==> config.mk <==
export PLATFORM = sky130hd
export DESIGN_NAME = h264_annexb_frame_splitter_core
export DESIGN_NICKNAME = d
export VERILOG_FILES = /design/src/rtl/h264fs_pkg.sv /design/src/rtl/h264_annexb_frame_splitter_core.sv
export SDC_FILE = /design/constraint.sdc
export NUM_CORES = 1
export LEC_CHECK = 0
export ABC_AREA = 0
export ABC_CLOCK_PERIOD_IN_PS = 12500
export BUFFER_PORTS_ARGS = -buffer_cell sky130_fd_sc_hd__buf_2
export CORE_ASPECT_RATIO = 2
export CORE_MARGIN = 4
export CORE_UTILIZATION = 60
export CTS_CLUSTER_SIZE = 12
export DETAILED_ROUTE_END_ITERATION = 12
export HOLD_SLACK_MARGIN = 0.1
export PLACE_DENSITY = 0.78
export SYNTH_ARGS = -nofsm -noshare
export SYNTH_HDL_FRONTEND = slang
export SYNTH_SLANG_ARGS = --single-unit
==> constraint.sdc <==
create_clock -name clk -period 12.5 [get_ports clk]
set_clock_uncertainty 0.05 [all_clocks]
set_input_delay 1.25 -clock clk [delete_from_list [all_inputs] [get_ports clk]]
set_output_delay 1.25 -clock clk [all_outputs]
set_load 0.01 [all_outputs]
==> src/rtl/h264fs_pkg.sv <==
// shared types, constants and helpers of the annex b frame splitter
`timescale 1ns / 1ps
`default_nettype none

package h264fs_pkg;

    // longest frame or raw chunk in bytes
    localparam int unsigned MAX_FRAME_BYTES = 65536;
    // byte counter holds 0 .. MAX_FRAME_BYTES
    localparam int unsigned CNT_W           = $clog2(MAX_FRAME_BYTES + 1);
    localparam int unsigned LEN_W           = 17;
    localparam int unsigned IDR_W           = 32;
    localparam int unsigned SKIP_W          = 4;

    localparam int unsigned WIN_DEPTH       = 9;
    localparam int unsigned WIN_IDX_W       = $clog2(WIN_DEPTH);
    localparam int unsigned SKIP_CANDIDATES = 7;
    // bytes held back in the look-ahead window
    localparam int unsigned WIN_TAIL        = WIN_DEPTH - 1;

    // result queue
    localparam int unsigned QUEUE_DEPTH     = 4;
    localparam int unsigned QPTR_W          = $clog2(QUEUE_DEPTH);
    localparam int unsigned QCNT_W          = $clog2(QUEUE_DEPTH + 1);

    // nal unit types
    localparam logic [4:0] NAL_SLICE     = 5'd1;
    localparam logic [4:0] NAL_IDR       = 5'd5;
    localparam logic [4:0] NAL_SEI       = 5'd6;
    localparam logic [4:0] NAL_SPS       = 5'd7;
    localparam logic [4:0] NAL_PPS       = 5'd8;
    localparam logic [4:0] NAL_SUBSET_SPS = 5'd15;
    localparam logic [4:0] NAL_SLICE_EXT = 5'd20;
    localparam logic [7:0] NAL_TYPE_MASK = 8'h1F;

    typedef enum logic [1:0] {
        PH_SEEK = 2'd0,
        PH_SKIP = 2'd1,
        PH_END  = 2'd2
    } phase_t;

    typedef struct packed {
        logic [LEN_W-1:0] frame_length;
        logic             start_found;
        logic             idr_start;
        logic [IDR_W-1:0] idr_count;
        logic             hit_limit;
        logic             stream_done;
    } result_t;

    function automatic result_t make_result(
        input logic [CNT_W-1:0] len,
        input logic             sf,
        input logic             idr,
        input logic [IDR_W-1:0] total,
        input logic             lim,
        input logic             done
    );
        result_t r;
        r.frame_length = LEN_W'(len);
        r.start_found  = sf;
        r.idr_start    = idr;
        r.idr_count    = total;
        r.hit_limit    = lim;
        r.stream_done  = done;
        return r;
    endfunction

endpackage

`default_nettype wire

==> src/rtl/h264_annexb_frame_splitter_core.sv <==
// annex b byte stream splitter: frame boundaries, lengths and idr count
//
//  channel | direction | handshake              | payload
//  --------+-----------+------------------------+-------------------------------------
//  in      | sink      | in_valid / in_stall    | data_byte, end_of_stream
//  out     | source    | out_valid / out_stall  | frame_length, start_found, idr_start,
//          |           |                        | idr_count, hit_limit, stream_done
//  cfg     | sink      | cfg_valid / cfg_ready  | frame_mode
//
// one byte is taken per cycle while in_stall is low; a byte waits in the input register and its
// results are written into the result queue when it is processed
// each byte gives at most two results; the byte in the input register is processed
// only when the four-entry result queue has two free slots, else in_stall is raised
// with out_stall low the queue drains one result per cycle and the input never stalls
// reset clears the window, counters and queue and sets frame_mode to 1
`timescale 1ns / 1ps
`default_nettype none

module h264_annexb_frame_splitter_core (
    input  wire logic                          clk,
    input  wire logic                          rst_n,

    input  wire logic                          in_valid,
    output logic                               in_stall,
    input  wire logic [7:0]                    data_byte,
    input  wire logic                          end_of_stream,

    output logic                               out_valid,
    input  wire logic                          out_stall,
    output logic [h264fs_pkg::LEN_W-1:0]       frame_length,
    output logic                               start_found,
    output logic                               idr_start,
    output logic [h264fs_pkg::IDR_W-1:0]       idr_count,
    output logic                               hit_limit,
    output logic                               stream_done,

    input  wire logic                          cfg_valid,
    output logic                               cfg_ready,
    input  wire logic                          frame_mode
);

    localparam logic [h264fs_pkg::CNT_W-1:0] MAX_CNT =
        h264fs_pkg::CNT_W'(h264fs_pkg::MAX_FRAME_BYTES);
    localparam logic [h264fs_pkg::CNT_W-1:0] WIN_CNT =
        h264fs_pkg::CNT_W'(h264fs_pkg::WIN_DEPTH);
    localparam logic [h264fs_pkg::CNT_W-1:0] TAIL_CNT =
        h264fs_pkg::CNT_W'(h264fs_pkg::WIN_TAIL);
    localparam logic [h264fs_pkg::QCNT_W-1:0] ROOM_LIMIT =
        h264fs_pkg::QCNT_W'(h264fs_pkg::QUEUE_DEPTH - 2);

    // configuration
    logic mode_reg;

    // input register
    logic       in_full_reg;
    logic       in_full_next;
    logic [7:0] byte_reg;
    logic       eos_reg;

    // scan state
    logic [7:0]                       win_reg   [h264fs_pkg::WIN_DEPTH];
    logic [7:0]                       win_next  [h264fs_pkg::WIN_DEPTH];
    logic [h264fs_pkg::CNT_W-1:0]     cnt_reg;
    logic [h264fs_pkg::CNT_W-1:0]     cnt_next;
    h264fs_pkg::phase_t               phase_reg;
    h264fs_pkg::phase_t               phase_next;
    logic [h264fs_pkg::SKIP_W-1:0]    skip_reg;
    logic [h264fs_pkg::SKIP_W-1:0]    skip_next;
    logic                             idr_reg;
    logic                             idr_next;
    logic [h264fs_pkg::IDR_W-1:0]     total_reg;
    logic [h264fs_pkg::IDR_W-1:0]     total_next;

    // result queue
    h264fs_pkg::result_t              queue_reg [h264fs_pkg::QUEUE_DEPTH];
    logic [h264fs_pkg::QPTR_W-1:0]    wr_ptr_reg;
    logic [h264fs_pkg::QPTR_W-1:0]    rd_ptr_reg;
    logic [h264fs_pkg::QCNT_W-1:0]    qcnt_reg;
    logic [h264fs_pkg::QCNT_W-1:0]    qcnt_next;

    // per-byte results
    h264fs_pkg::result_t              res_a;
    h264fs_pkg::result_t              res_b;
    logic [1:0]                       n_res;

    // window decode
    logic       prefix;
    logic [4:0] nal_t;
    logic       slice;
    logic       end_mark;

    logic process;
    logic accept;
    logic pop;

    h264fs_pkg::result_t head;

    // ------------------------------------------------------------------
    // handshakes
    // ------------------------------------------------------------------
    // the byte in the input register moves on only when two queue slots are free
    assign process   = in_full_reg && (qcnt_reg <= ROOM_LIMIT);
    assign in_stall  = in_full_reg && !process;
    assign accept    = in_valid && !in_stall;
    assign cfg_ready = 1'b1;

    assign out_valid = (qcnt_reg != '0);
    assign pop       = out_valid && !out_stall;

    assign head         = queue_reg[rd_ptr_reg];
    assign frame_length = head.frame_length;
    assign start_found  = head.start_found;
    assign idr_start    = head.idr_start;
    assign idr_count    = head.idr_count;
    assign hit_limit    = head.hit_limit;
    assign stream_done  = head.stream_done;

    always_comb
    begin
        if (accept)
        begin
            in_full_next = 1'b1;
        end
        else if (process)
        begin
            in_full_next = 1'b0;
        end
        else
        begin
            in_full_next = in_full_reg;
        end
    end

    // ------------------------------------------------------------------
    // window shift and start code decode
    // ------------------------------------------------------------------
    always_comb
    begin
        for (int i = 0; i < h264fs_pkg::WIN_DEPTH - 1; i++)
        begin
            win_next[i] = win_reg[i + 1];
        end
        win_next[h264fs_pkg::WIN_DEPTH - 1] = byte_reg;
    end

    // 00 00 01 followed by the nal header in byte three
    assign prefix = (win_next[0] == 8'h00) && (win_next[1] == 8'h00) && (win_next[2] == 8'h01);
    assign nal_t  = 5'(win_next[3] & h264fs_pkg::NAL_TYPE_MASK);
    // slice start: first_mb flag in byte four, or in byte seven for the extension header
    assign slice  = prefix &&
                    ((((nal_t == h264fs_pkg::NAL_IDR) || (nal_t == h264fs_pkg::NAL_SLICE)) &&
                      win_next[4][7]) ||
                     ((nal_t == h264fs_pkg::NAL_SLICE_EXT) && win_next[7][7]));
    // parameter sets and sei also close a frame
    assign end_mark = slice ||
                      (prefix && ((nal_t == h264fs_pkg::NAL_SUBSET_SPS) ||
                                  (nal_t == h264fs_pkg::NAL_SPS) ||
                                  (nal_t == h264fs_pkg::NAL_PPS) ||
                                  (nal_t == h264fs_pkg::NAL_SEI)));

    // ------------------------------------------------------------------
    // scan step for one byte
    // ------------------------------------------------------------------
    always_comb
    begin
        cnt_next   = (cnt_reg < MAX_CNT) ? cnt_reg + 1'b1 : cnt_reg;
        phase_next = phase_reg;
        skip_next  = skip_reg;
        idr_next   = idr_reg;
        total_next = total_reg;
        res_a      = '0;
        res_b      = '0;
        n_res      = 2'd0;

        if (!mode_reg)
        begin
            // raw chunks
            if (cnt_next >= MAX_CNT)
            begin
                res_a      = h264fs_pkg::make_result(cnt_next, 1'b0, 1'b0, total_next,
                                                     1'b0, 1'b0);
                n_res      = 2'd1;
                cnt_next   = '0;
                phase_next = h264fs_pkg::PH_SEEK;
                skip_next  = '0;
                idr_next   = 1'b0;
            end
        end
        else
        begin
            if (cnt_next >= WIN_CNT)
            begin
                unique case (phase_reg)
                    h264fs_pkg::PH_SEEK:
                    begin
                        if (slice)
                        begin
                            phase_next = h264fs_pkg::PH_SKIP;
                            skip_next  = h264fs_pkg::SKIP_W'(h264fs_pkg::SKIP_CANDIDATES);
                            idr_next   = (nal_t == h264fs_pkg::NAL_IDR);
                            total_next = total_reg + h264fs_pkg::IDR_W'(nal_t == h264fs_pkg::NAL_IDR);
                        end
                    end
                    h264fs_pkg::PH_SKIP:
                    begin
                        if (skip_reg != '0)
                        begin
                            skip_next = skip_reg - 1'b1;
                        end
                        if (skip_next == '0)
                        begin
                            phase_next = h264fs_pkg::PH_END;
                        end
                    end
                    h264fs_pkg::PH_END:
                    begin
                        if (end_mark)
                        begin
                            // boundary: window bytes begin the next frame
                            res_a    = h264fs_pkg::make_result(cnt_next - WIN_CNT, 1'b1, idr_reg,
                                                               total_reg, 1'b0, 1'b0);
                            n_res    = 2'd1;
                            cnt_next = WIN_CNT;
                            if (slice)
                            begin
                                phase_next = h264fs_pkg::PH_SKIP;
                                skip_next  = h264fs_pkg::SKIP_W'(h264fs_pkg::SKIP_CANDIDATES);
                                idr_next   = (nal_t == h264fs_pkg::NAL_IDR);
                                total_next = total_reg +
                                             h264fs_pkg::IDR_W'(nal_t == h264fs_pkg::NAL_IDR);
                            end
                            else
                            begin
                                phase_next = h264fs_pkg::PH_SEEK;
                                skip_next  = '0;
                                idr_next   = 1'b0;
                            end
                        end
                    end
                    default:
                    begin
                        phase_next = h264fs_pkg::PH_SEEK;
                    end
                endcase
            end

            // buffer limit cut
            if (cnt_next >= MAX_CNT)
            begin
                if (phase_next == h264fs_pkg::PH_SEEK)
                begin
                    // keep the window tail as the head of the next frame
                    res_b    = h264fs_pkg::make_result(MAX_CNT - TAIL_CNT, 1'b0, 1'b0,
                                                       total_next, 1'b1, 1'b0);
                    cnt_next = TAIL_CNT;
                end
                else
                begin
                    res_b    = h264fs_pkg::make_result(MAX_CNT, 1'b1, idr_next,
                                                       total_next, 1'b1, 1'b0);
                    cnt_next = '0;
                end
                if (n_res == 2'd0)
                begin
                    res_a = res_b;
                end
                n_res      = n_res + 1'b1;
                phase_next = h264fs_pkg::PH_SEEK;
                skip_next  = '0;
                idr_next   = 1'b0;
            end
        end

        // end of stream flush
        if (eos_reg)
        begin
            if (cnt_next != '0)
            begin
                res_b = h264fs_pkg::make_result(cnt_next,
                                                mode_reg && (phase_next != h264fs_pkg::PH_SEEK),
                                                mode_reg && idr_next, total_next, 1'b0, 1'b1);
                if (n_res == 2'd0)
                begin
                    res_a = res_b;
                end
                n_res = n_res + 1'b1;
            end
            else if (n_res == 2'd1)
            begin
                res_a.stream_done = 1'b1;
            end
            else if (n_res == 2'd2)
            begin
                res_b.stream_done = 1'b1;
            end
            cnt_next   = '0;
            phase_next = h264fs_pkg::PH_SEEK;
            skip_next  = '0;
            idr_next   = 1'b0;
        end
    end

    always_comb
    begin
        qcnt_next = qcnt_reg;
        if (process)
        begin
            qcnt_next = qcnt_next + h264fs_pkg::QCNT_W'(n_res);
        end
        if (pop)
        begin
            qcnt_next = qcnt_next - 1'b1;
        end
    end

    // ------------------------------------------------------------------
    // registers
    // ------------------------------------------------------------------
    always_ff @(posedge clk or negedge rst_n)
    begin
        if (!rst_n)
        begin
            mode_reg    <= 1'b1;
            in_full_reg <= 1'b0;
            cnt_reg     <= '0;
            phase_reg   <= h264fs_pkg::PH_SEEK;
            skip_reg    <= '0;
            idr_reg     <= 1'b0;
            total_reg   <= '0;
            wr_ptr_reg  <= '0;
            rd_ptr_reg  <= '0;
            qcnt_reg    <= '0;
            for (int i = 0; i < h264fs_pkg::WIN_DEPTH; i++)
            begin
                win_reg[i] <= 8'h00;
            end
        end
        else
        begin
            if (cfg_valid && cfg_ready)
            begin
                mode_reg <= frame_mode;
            end
            in_full_reg <= in_full_next;
            qcnt_reg    <= qcnt_next;
            if (pop)
            begin
                rd_ptr_reg <= rd_ptr_reg + 1'b1;
            end
            if (process)
            begin
                cnt_reg    <= cnt_next;
                phase_reg  <= phase_next;
                skip_reg   <= skip_next;
                idr_reg    <= idr_next;
                total_reg  <= total_next;
                wr_ptr_reg <= wr_ptr_reg + h264fs_pkg::QPTR_W'(n_res);
                for (int i = 0; i < h264fs_pkg::WIN_DEPTH; i++)
                begin
                    win_reg[i] <= win_next[i];
                end
            end
        end
    end

    // payload registers
    always_ff @(posedge clk)
    begin
        if (accept)
        begin
            byte_reg <= data_byte;
            eos_reg  <= end_of_stream;
        end
        if (process && (n_res != 2'd0))
        begin
            queue_reg[wr_ptr_reg] <= res_a;
        end
        if (process && (n_res == 2'd2))
        begin
            queue_reg[wr_ptr_reg + 1'b1] <= res_b;
        end
    end

    // ------------------------------------------------------------------
    // assertions
    // ------------------------------------------------------------------
    a_queue_bound: assert property (@(posedge clk) disable iff (!rst_n)
        qcnt_reg <= h264fs_pkg::QCNT_W'(h264fs_pkg::QUEUE_DEPTH))
        else $error("result queue overflow");

    a_skip_live: assert property (@(posedge clk) disable iff (!rst_n)
        (phase_reg == h264fs_pkg::PH_SKIP) |-> (skip_reg != '0))
        else $error("skip phase with no candidates left");

    a_seek_no_idr: assert property (@(posedge clk) disable iff (!rst_n)
        (phase_reg == h264fs_pkg::PH_SEEK) |-> !idr_reg)
        else $error("idr flag set while seeking a start");

    a_count_bound: assert property (@(posedge clk) disable iff (!rst_n)
        cnt_reg <= MAX_CNT)
        else $error("frame byte count above limit");

    a_stall_holds: assert property (@(posedge clk) disable iff (!rst_n)
        in_stall |=> in_full_reg && $stable(byte_reg) && $stable(eos_reg))
        else $error("stalled input byte lost");

endmodule

`default_nettype wire

Word level (Yosys, flattened, before mapping)
Memories as Yosys holds them, arrays and structs flattened.
Index checks and enable logic that the tools add are counted.
{"block": "totals", "ff_bits": 138, "ramBits": 212, "in_bits": 15, "out_inout_bits": 56, "elab_cells": 179, "n_memories": 1}
{"block": "op_classes", "addsub": 11, "magnitude_cmp": 5, "eq_ne": 17, "mux": 87, "n_reduce_logical": 38}
{"name": "queue_reg", "words": 4, "word_bits": 53, "rd": 1, "rd_ports_with_merged_regs": 0, "wr": 2, "line_no": "h264_annexb_frame_splitter_core.sv:75", "text": "h264fs_pkg::result_t queue_reg [h264fs_pkg::QUEUE_DEPTH];"}
{"operator": "2-to-1 mux 53 bit", "count": 13}
{"operator": "2-to-1 mux 32 bit", "count": 5}
{"operator": "2-to-1 mux 17 bit", "count": 9}
{"operator": "2-to-1 mux 52 bit", "count": 2}
{"operator": "case mux 32 bit (2 select lines)", "count": 1}
{"operator": "2-to-1 mux 4 bit", "count": 12}
{"operator": "greater-or-equal comparator 17 bit, second input constant", "count": 2}
{"operator": "adder 32 x 1 -> 32 bit", "count": 1}
{"operator": "2-to-1 mux 2 bit", "count": 14}
{"operator": "2-to-1 mux 1 bit", "count": 25}
{"operator": "adder 17 x 1 -> 17 bit, second input constant", "count": 1}
{"operator": "greater-or-equal comparator 17 x 4 -> 1 bit, second input constant", "count": 1}
{"operator": "less-than comparator 17 bit, second input constant", "count": 1}
{"operator": "nonzero test 17 bit", "count": 1}
{"operator": "subtractor 17 x 4 -> 17 bit, second input constant", "count": 1}
{"operator": "zero test 8 bit", "count": 2}
{"operator": "equality test 5 x 3 -> 1 bit, second input constant", "count": 3}
{"operator": "logical AND 1 bit", "count": 14}
{"operator": "case mux 4 bit (3 select lines)", "count": 1}
{"operator": "equality test 5 x 4 -> 1 bit, second input constant", "count": 2}
{"operator": "inequality test 5 bit, second input constant", "count": 2}
{"operator": "2-to-1 mux 3 bit", "count": 3}
{"operator": "adder 2 x 1 -> 2 bit, second input constant", "count": 4}
{"operator": "equality test 8 x 1 -> 1 bit, second input constant", "count": 1}
{"operator": "21 further kinds", "count": 37}

Depth between registers and ports, before layout
{"block": "depth", "word_depth": 21, "ltp_mapped": 21, "depth_no_buf": 18}

Worst setup path after synthesis
No wires, ideal clock.
{"block": "synth_path", "kind": "register -> register", "from": "reg cnt_reg[1] in the netlist's numbering", "to": "mem queue_reg[0][0] in the netlist's numbering (enable)", "setup_time_ps": 537, "t_arrival_ps": 7345, "t_required_ps": 11913, "path_slack_ps": 4568, "stages_incl_launch_ff": 16, "n_path_buf": 1, "synth_period_minus_slack_ps": 7932, "cell_sequence": "dfrtp_1 ha_1 or3b_2 a2bb2oi_1 o221ai_1 and2_0 and3_1 buf_2 nand2_1 and2_1 ha_1 mux2_2 ha_1 a311oi_1 o31ai_1 o21ai_0"}
{"item": "start, declared", "line_no": "h264_annexb_frame_splitter_core.sv:63", "text": "logic [h264fs_pkg::CNT_W-1:0] cnt_reg;"}
{"item": "start signal, assigned", "line_no": "h264_annexb_frame_splitter_core.sv:352", "text": "cnt_reg <= cnt_next;"}
{"item": "end, declared", "line_no": "h264_annexb_frame_splitter_core.sv:75"}

==> results.yml <==
run_status:
  run_status: "complete, no violations"
yosys:
  synth-main-ff-cell: "sky130_fd_sc_hd__edfxtp_1"
  synth-async-reset-ratio_pct: 36.86
  ys.warnings.count: 0
  synth_area_per_cell_um2: 10.24
  postSynthRegisterBits: 350
  synthCells: 1886
  ys_top_cells_by_count: "sky130_fd_sc_hd__nand2_1 (347), sky130_fd_sc_hd__edfxtp_1 (221), sky130_fd_sc_hd__nor2_1 (168), sky130_fd_sc_hd__a21oi_1 (128), sky130_fd_sc_hd__dfrtp_1 (128)"
  yosysMostFrequentCell: "sky130_fd_sc_hd__nand2_1"
  synth-edff-count: 221
  synth_fp_nets: 1920
  synth_top_cell_by_area: "sky130_fd_sc_hd__edfxtp_1"
  synthesis.area_mm2: 0.01931
  ys_seq_area_share_pct: 51.09
  synth_cell_types: 96
  ys_top_cells_by_area: "sky130_fd_sc_hd__edfxtp_1 (34%), sky130_fd_sc_hd__dfrtp_1 (17%), sky130_fd_sc_hd__nand2_1 (6.7%)"
  synth_largest_type_area_fraction_pct: 34.36
clock_network:
  total_setup_buffers_inserted_after_cts: 0
  cts.hold.buffers_added: 0
  clkSlewWorstSetupHoldPaths_ns: 0.07
  cts_max_path_buffers: 3
  ctsResizeCount: 0
  clock_latency_ns: 0.54
  cts.root.buffer_cell: "sky130_fd_sc_hd__clkbuf_16"
  cts_tree: "yes"
  tritoncts_num_sinks: 350
  cts-buffers-inserted: 35
  htree_levels: 2
sta:
  max_freq_mhz: 150.5
  finalCritPeriodShare_pct: 53.17
  finalWorstPathRequiredPeriod_ns: 6.646
  setup_total_negative_slack_ns: 0
  finalHoldViolCount: 0
  tightestPinTransition_ns: 1.488
  grt_setup_unrepaired: "false"
  setup_viol_count_final: 0
  final-max-slew-violation-count: 0
  slew_margin_rel_pct: 0.8158
cells_and_area:
  nets: 1919
  antennaDiodeCount: 0
  instances_no_fill: 2331
  post_route_cells_drive_above_1_share_pct: 12.89
  syn_to_final_growth_pct: 8.364
  final_core_utilization_pct: 66.11
  largest_register_ff_count: 212
flow_run:
  max_cap_violations: 0
power:
  cellLeakagePower_nw: 7.980
  swShare_pct: 35.97
  power.density_cell_area_mw_per_mm2: 185.9
  p_comb_share_pct: 34.1
  internal-power_mw: 2.490
  clkPwrFrac_pct: 25.6
  p_sw_mw: 1.399
  vdd.ir_drop.worst_v: 0.0001368
  share_seq_of_total_power_pct: 40.3
drt:
  drt_pass1_iterations: 7
  drt.antenna.violating_nets: 0
  avgRoutedWirePerCell_um: 24.32
  detailedRoute.firstIterationViolations: 1693
  drcViolationCount: 0
  detailroute.via_count: 15691
  via_per_inst: 6.731
  totalWireLength_mm: 56.70
place:
  hpwlAfterDp_mm: 37.81
  placed_cells_incl_taps: 2271
  port_buffers: 69
  gpl.final_weighted_congestion: 0.9760
global_route:
  gr-total-overflow: 0
  wire_length_of_the_first_global_routing_pass_mm: 86.86
  grt_max_degree: 79
  antenna_violations_before_repair: 1
  via_count_of_the_first_global_routing_pass: 15712
  grt_usage_pct: 32.18
die:
  row_count: 92
  die_width_um: 134.9
  die-area_mm2: 0.03530
  die_height_um: 261.7
  core_region_area_mm2: 0.03166
  start_util_pct: 61.01
  pin_count: 71
setup_path:
  criticalPathCategory: "reg2reg"
  critPathRequiredTime_ns: 12.79
  arrival_ns: 6.94
  timing.critical_path.to_type: "register"
  worstPathMaxFanout: 45
  worst_setup_start_kind: "register"
min_path:
  holdCritPathClass: "reg2reg"
[path summary, 6_finish.rpt]
| path | start | end | slack, ns | cells after the start |
|---|---|---|---|---|
| max | phase_reg[1]$_DFFE_PN0P_ | queue_reg[0][12]$_DFFE_PP_ | 5.85 | 13 |
| min | byte_reg[2]$_DFFE_PP_ | win_next[10]$_DFFE_PN0P_ | 0.38 | 2 |
| max reg2reg | phase_reg[1]$_DFFE_PN0P_ | queue_reg[0][12]$_DFFE_PP_ | 5.85 | 13 |
| min reg2reg | byte_reg[2]$_DFFE_PP_ | win_next[10]$_DFFE_PN0P_ | 0.38 | 2 |
| max in group asynchronous | rst_n | rd_ptr_reg[0]$_DFFE_PN0P_ | 10.06 | 2 |
| min in group asynchronous | rst_n | cnt_reg[12]$_DFFE_PN0P_ | 0.78 | 1 |
[cells in the final DEF (no fill, tap or decap), types with 11 or more instances in the layout]
cell and count:
sky130_fd_sc_hd__nand3_1 49, sky130_fd_sc_hd__xnor2_1 60, sky130_fd_sc_hd__mux4_2 53, sky130_fd_sc_hd__nor2_1 168, sky130_fd_sc_hd__a21o_1 12, sky130_fd_sc_hd__nand2_1 346, sky130_fd_sc_hd__o21ai_1 12, sky130_fd_sc_hd__o22ai_1 77
sky130_fd_sc_hd__a21oi_1 128, sky130_fd_sc_hd__o221ai_1 11, sky130_fd_sc_hd__nand4_1 26, sky130_fd_sc_hd__clkbuf_16 37, sky130_fd_sc_hd__buf_4 32, sky130_fd_sc_hd__clkbuf_1 19, sky130_fd_sc_hd__or3_1 15, sky130_fd_sc_hd__buf_2 68
sky130_fd_sc_hd__edfxtp_1 221, sky130_fd_sc_hd__mux2i_1 37, sky130_fd_sc_hd__o211ai_1 12, sky130_fd_sc_hd__and2_1 11, sky130_fd_sc_hd__inv_1 24, sky130_fd_sc_hd__xor2_1 31, sky130_fd_sc_hd__ha_1 18, sky130_fd_sc_hd__o21ai_0 81
sky130_fd_sc_hd__nor3_1 28, sky130_fd_sc_hd__a31oi_1 14, sky130_fd_sc_hd__and3_1 17, sky130_fd_sc_hd__dfrtp_1 126
[worst max-delay path: stages, from the launching register on]
cell and delay [ns]:
sky130_fd_sc_hd__dfrtp_1 0.51, sky130_fd_sc_hd__inv_1 0.17, sky130_fd_sc_hd__ha_1 0.26, sky130_fd_sc_hd__or2_2 0.31, sky130_fd_sc_hd__o41ai_1 0.35, sky130_fd_sc_hd__nand3_1 0.16, sky130_fd_sc_hd__a221oi_1 1.23, sky130_fd_sc_hd__nand3_2 0.62
sky130_fd_sc_hd__a31oi_4 0.62, sky130_fd_sc_hd__mux2i_2 0.22, sky130_fd_sc_hd__nor3_4 0.18, sky130_fd_sc_hd__buf_4 0.56, sky130_fd_sc_hd__nand2_1 0.76, sky130_fd_sc_hd__o22ai_1 0.37
[area by class of cell]
| type | instances | area (µm²) |
|---|---|---|
| Sequential cell | 350 | 9871 |
| Inverter | 25 | 93.84 |
| Timing Repair Buffer | 100 | 580.6 |
| Tap cell | 423 | 529.3 |
| Clock buffer | 59 | 1039 |
| Multi-Input combinational cell | 1373 | 8810 |
| Fill cell | 2482 | 10730 |
| Clock inverter | 1 | 5.005 |
[kinds of logic (layout without fill, tap and decap cells)]
kind of cell / Yosys count / after routing / share of synthesized area [%]
compound gates: 427 / 427 / 13.96
xor+xnor: 91 / 91 / 4.127
fa+ha+maj: 19 / 19 / 1.270
buf+inv: 163 / 185 / 3.518
flops: 350 / 350 / 51.09
mux: 102 / 102 / 8.811
other cells: 1 / 1 / 0.01942
simple gates: 733 / 733 / 17.21
[metrics by stage]
stage	area, µm²	hold WS [ns]	total power, mW	worst slack, ns
2_1_floorplan	19310	0.3646	2.463	4.569
3_3_place_gp	19880	0.3702	2.869	6.584
3_5_place_dp	19880	0.3764	2.902	6.292
4_1_cts	20930	0.3906	3.888	6.214
5_1_grt	20930	0.4174	4.075	5.672
6_report	20930	0.3821	3.889	5.854
[metal layers]
layer | share of wire (%) | wire length, µm | up-vias | global-route usage [%]
met1 | 32 | 18010 | 7545 | 33.71
met4 | 9.1 | 5160 | 2 | 25.85
met3 | 7.4 | 4182 | 298 | 5.326
met5 | 0.035 | 20 | - | 0
met2 | 52 | 29330 | 915 | 56.32
li1 | - | - | 6931 | -
[power by group through the flow]
stage / sequential [mW] / combinational, mW / clock, mW
floorplan: 1.54 / 0.927 / 0
global placement: 1.58 / 1.29 / 0
detailed placement: 1.59 / 1.31 / 0
CTS: 1.57 / 1.32 / 1.00
global route: 1.59 / 1.44 / 1.05
finish: 1.57 / 1.33 / 0.996
No activity file was read; power rests on OpenSTA's default activity.
